## config.mk

```make
export PLATFORM = sky130hd
export DESIGN_NAME = fbfl_ctrl
export DESIGN_NICKNAME = d
export VERILOG_FILES = /design/src/hw/rtl/fbfl_pkg.sv /design/src/hw/rtl/fbfl_ctrl.sv
export SDC_FILE = /design/constraint.sdc
export NUM_CORES = 1
export LEC_CHECK = 0
export BUFFER_PORTS_ARGS = -buffer_cell sky130_fd_sc_hd__buf_2
export CAP_MARGIN = 20
export CORE_AREA = 2 2 39 41
export DETAILED_ROUTE_END_ITERATION = 12
export DIE_AREA = 0 0 41 43
export PLACE_DENSITY = 0.44
export REMOVE_ABC_BUFFERS = 1
export SLEW_MARGIN = 10
export SYNTH_ARGS = -nofsm -noshare
export SYNTH_HDL_FRONTEND = slang
export SYNTH_SLANG_ARGS = --single-unit
```

## constraint.sdc

```tcl
create_clock -name clk -period 0.9 [get_ports clk]
set_input_delay 0.18 -clock clk [delete_from_list [all_inputs] [get_ports clk]]
set_output_delay 0.18 -clock clk [all_outputs]
set_load 0.005 [all_outputs]
```

## src/hw/rtl/fbfl_pkg.sv

```systemverilog
// Shared types and constants for the fixed-block free-list allocator.
`timescale 1ns / 1ps
`default_nettype none

package fbfl_pkg;

  localparam int HANDLE_W        = 10;
  localparam int STORE_DEPTH     = 1024;
  localparam int LINK_W          = HANDLE_W + 1;
  localparam int BPC_W           = 7;
  localparam int SIZE_EXT_W      = 9;
  localparam int OUT_CNT_W       = 5;
  localparam int STATUS_W        = 2;
  localparam int MAX_CHUNKS_DEF  = 16;
  localparam int MAX_BPC_DEF     = 64;

  localparam logic [BPC_W-1:0] BPC_RESET = 7'd64;

  localparam logic OP_ALLOC = 1'b0;
  localparam logic OP_FREE  = 1'b1;

  localparam logic [STATUS_W-1:0] ST_OK        = 2'd0;
  localparam logic [STATUS_W-1:0] ST_NO_CHUNKS = 2'd1;
  localparam logic [STATUS_W-1:0] ST_NULL_FREE = 2'd2;
  localparam logic [STATUS_W-1:0] ST_BAD_FREE  = 2'd3;

  typedef struct packed {
    logic                opcode;
    logic                handle_present;
    logic [HANDLE_W-1:0] free_handle;
  } in_item_t;

  typedef struct packed {
    logic [HANDLE_W-1:0]  alloc_handle;
    logic [STATUS_W-1:0]  status;
    logic [OUT_CNT_W-1:0] chunks_open;
  } out_item_t;

  typedef enum logic [2:0] {
    ACT_NONE  = 3'd0,
    ACT_POP   = 3'd1,
    ACT_FRESH = 3'd2,
    ACT_OPEN  = 3'd3,
    ACT_PUSH  = 3'd4,
    ACT_FAIL  = 3'd5
  } act_t;

  typedef struct packed {
    logic                load;
    act_t                act;
    logic [STATUS_W-1:0] status;
    logic                emit;
  } dp_cmd_t;

  typedef struct packed {
    logic opcode;
    logic handle_present;
    logic freed_nonempty;
    logic fresh_avail;
    logic chunks_full;
    logic in_range;
  } dp_stat_t;

endpackage

`default_nettype wire

```

## src/hw/rtl/fbfl_ctrl.sv

```systemverilog
// Controller: accepts items and decodes the allocate/free action.
`timescale 1ns / 1ps
`default_nettype none

module fbfl_ctrl (
  input  wire logic              clk,
  input  wire logic              rst_n,
  input  wire logic              start,
  input  wire fbfl_pkg::dp_stat_t stat,
  output logic                   busy,
  output fbfl_pkg::dp_cmd_t      cmd
);

  typedef enum logic [1:0] {
    S_IDLE = 2'b01,
    S_EXEC = 2'b10
  } state_t;

  state_t state_r;
  state_t state_nxt;
  logic   accept;

  assign busy   = (state_r == S_EXEC);
  assign accept = start && (state_r == S_IDLE);

  always_comb begin
    state_nxt = state_r;
    unique case (state_r)
      S_IDLE: begin
        if (accept) begin
          state_nxt = S_EXEC;
        end
      end
      S_EXEC: begin
        state_nxt = S_IDLE;
      end
      default: begin
        state_nxt = S_IDLE;
      end
    endcase
  end

  always_ff @(posedge clk) begin
    if (!rst_n) begin
      state_r <= S_IDLE;
    end else begin
      state_r <= state_nxt;
    end
  end

  // action decode during the execute cycle
  always_comb begin
    cmd        = '0;
    cmd.act    = fbfl_pkg::ACT_NONE;
    cmd.status = fbfl_pkg::ST_OK;
    cmd.load   = accept;
    cmd.emit   = (state_r == S_EXEC);
    if (state_r == S_EXEC) begin
      if (stat.opcode == fbfl_pkg::OP_ALLOC) begin
        if (stat.freed_nonempty) begin
          cmd.act = fbfl_pkg::ACT_POP;
        end else if (stat.fresh_avail) begin
          cmd.act = fbfl_pkg::ACT_FRESH;
        end else if (stat.chunks_full) begin
          cmd.act    = fbfl_pkg::ACT_FAIL;
          cmd.status = fbfl_pkg::ST_NO_CHUNKS;
        end else begin
          cmd.act = fbfl_pkg::ACT_OPEN;
        end
      end else begin
        if (!stat.handle_present) begin
          cmd.act    = fbfl_pkg::ACT_FAIL;
          cmd.status = fbfl_pkg::ST_NULL_FREE;
        end else if (!stat.in_range) begin
          cmd.act    = fbfl_pkg::ACT_FAIL;
          cmd.status = fbfl_pkg::ST_BAD_FREE;
        end else begin
          cmd.act = fbfl_pkg::ACT_PUSH;
        end
      end
    end
  end

endmodule

`default_nettype wire

```

==> results.cfg <==
[detailed_routing]
avgViaCountPerCell = 3.75
drtIter0Drc = 2
drt-pass1-iter-count = 2
wl_per_cell_um = 8.41
vias = 210
drtAntennaViolNets = 0
totalWireLength_um = 471
drc = 0

[yosys]
yosys_warnings = 0
ys_ff_latch = 2
synth_edf_count = 0
synth_area_um2 = 161
synth_top_area_frac = 0.248
yosysSeqAreaShare = 0.248
async_reset_ff_frac = 0
synth-main-ff-cell = dfxtp_1
synth_area_leaders = dfxtp_1, a2111oi_2, buf_4, nand2b_4, inv_2
syn_area_per_cell_um2 = 8.07
yosys.area.top_type = dfxtp_1
yosys.cell_count.top_type = inv_2
synthDistinctLibCells = 15
yosys-top-cells-count = inv_2, buf_4, dfxtp_1, nand2_1
syn_inst = 20

[layout]
regMostFlops = state_r
utilization = 0.241
num_antenna_cells = 0
reg_top3 = state_r (2)
largest_reg_flops = 2
drive_gt1_frac = 0.775
syn2layout_area_growth_pct = 107
ff_latch_area_um2 = 42.5
multi_input_area_um2 = 113
final_cells = 56
nets = 51
finalInstanceArea_um2 = 334
fillers = 158

[timing]
fin_ws_ps = -299
finClkSkew_ps = 2.25
slew_viol_final = 0
fin_crit_ps = 1200
period_share = 1.33
rsz0062_at_grt = yes
max_freq_ghz = 0.834
finalSetupViolCount = 8
slew_headroom = 0.814
max_slew.worst_pin.slew_ps = 278
setup_tns_ps = -2030
hold_viol = 0

[run]
drv_cap = 0

[setup_path]
critPathBufInv = 1
required_ps = 720
cpPeakStageDelay_ps = 300
r2r_cells = 4
cp_cell_sequence = nand2b_4 -> a211oi_2 -> buf_2
crit_fanout = 4
cpMaxStageDelayCell = dfxtp_2
rr_startpoint = state_r[0]
regToRegSetupSlack_ps = 80
crit_family = flip-flops
cp-end-kind = output port
cp-start-kind = flip-flop
reg2reg_to = state_r[1]
critPathArrivalTime_ps = 1020
critPathKind = reg -> out

[global_route]
grt_start_max_net_pins = 7
grt_pass1_wl_um = 752
gr-usage-all-layers = 0.0661
grt_overflow = 0
antenna_found_initial = 0
grt_pass1_vias = 196

[worst_hold_path]
whs_endpoint = state_r[0]
holdPathStages = 2
min-delay-start = rst_n
hold_class = in -> reg

[clocking]
cts_tree = done
clk_path_buf_depth = 2
clk_pin_slew_ps = 30
cts-root-buf = clkbuf_4
insertion_delay_ps = 220
h-tree-depth = 1
numCtsBuffers = 3
clkSinkCount = 2

[placement]
portBuffers = 16
dpl.hpwl_um = 390
gp_congestion = 0.572
dpl_cell_area_um2 = 262
dpl.cell_count = 52

[power]
p_leak_uw = 0.000180
power_frac_comb = 0.209
clkPwrFrac = 0.518
switching_share = 0.228
p_per_area_nw_per_um2 = 1100
intPower_uw = 284
total_power_uw = 368
switchingPower_uw = 84.0
ir_drop_mv = 0.615
p_seq_frac = 0.273

[floorplanning]
fp.dieW_um = 41
coreArea_um2 = 1380
core.rowCount = 14
start_util = 0.117
ios = 17
die_area_um2 = 1760
fp.dieH_um = 43

[run_status]
violations = setup timing
status = complete, but fails checks
## power groups by stage
stage / Combinational (µW) / Sequential, µW / Clock, µW
after floorplan: 24.3 / 99.3 / 0
after global routing: 85.7 / 101 / 213
after CTS: 73.1 / 101 / 204
after global placement: 63.9 / 99.8 / 0
after detailed placement: 63.2 / 101 / 0
final: 76.7 / 101 / 190
## layout by cell type, fill, tap and decap left out, types with 2 or more instances in the layout
cell type / count
nand2_1: 2
dfxtp_2: 2
inv_2: 3
buf_4: 3
buf_2: 13
buf_6: 3
clkbuf_4: 3
## layout make-up
| cell class | instances | area share |
|---|---|---|
| Tap cell | 16 | 0.0599 |
| Clock buffer | 3 | 0.0674 |
| Sequential cell | 2 | 0.127 |
| Multi-Input combinational cell | 12 | 0.337 |
| Inverter | 4 | 0.0449 |
| Timing Repair Buffer | 19 | 0.363 |
## worst max-delay path by stage
stage | from | endpoint | slack, ps | depth (start not counted)
floorplan | state_r[0] | cmd[4] | -10 | 2
CTS | state_r[0] | cmd[4] | -310 | 3
global placement | stat[2] | cmd[1] | -170 | 5
global route | state_r[0] | cmd[4] | -360 | 3
detailed placement | state_r[0] | cmd[4] | -150 | 3
finish | state_r[0] | cmd[1] | -300 | 3
## what timing repair did
item | CTS | global route
pin swaps | 2 | 2
hold buffers | 0 | 0
gates resized for setup | 8 | 0
endpoints found under the hold margin | 0 | 0
endpoints found under the setup margin | 8 | 8
setup buffers | 0 | 1
## cell families after synthesis
group / synth area share
and+or+nand+nor: 0.326
buffers and inverters: 0.186
AOI/OAI and AO/OA: 0.240
DFF: 0.248
## per-stage QoR
step,hold slack [ps],setup slack (ps)
global placement,384,-167
CTS,149,-306
finish,158,-299
detailed placement,393,-152
global route,163,-358
floorplan,280,-11.3
## metal layers
metal  wire [µm]  vias to the layer above  GRT usage  share of wire
li1            -                      109          -              -
met1         183                       91     0.0575           0.39
met2         243                       10      0.106           0.52
met3          44                        0     0.0419          0.093
met4           0                        0     0.0400              0
met5           0                        -          0              0
(Power assumes the default switching activity.)
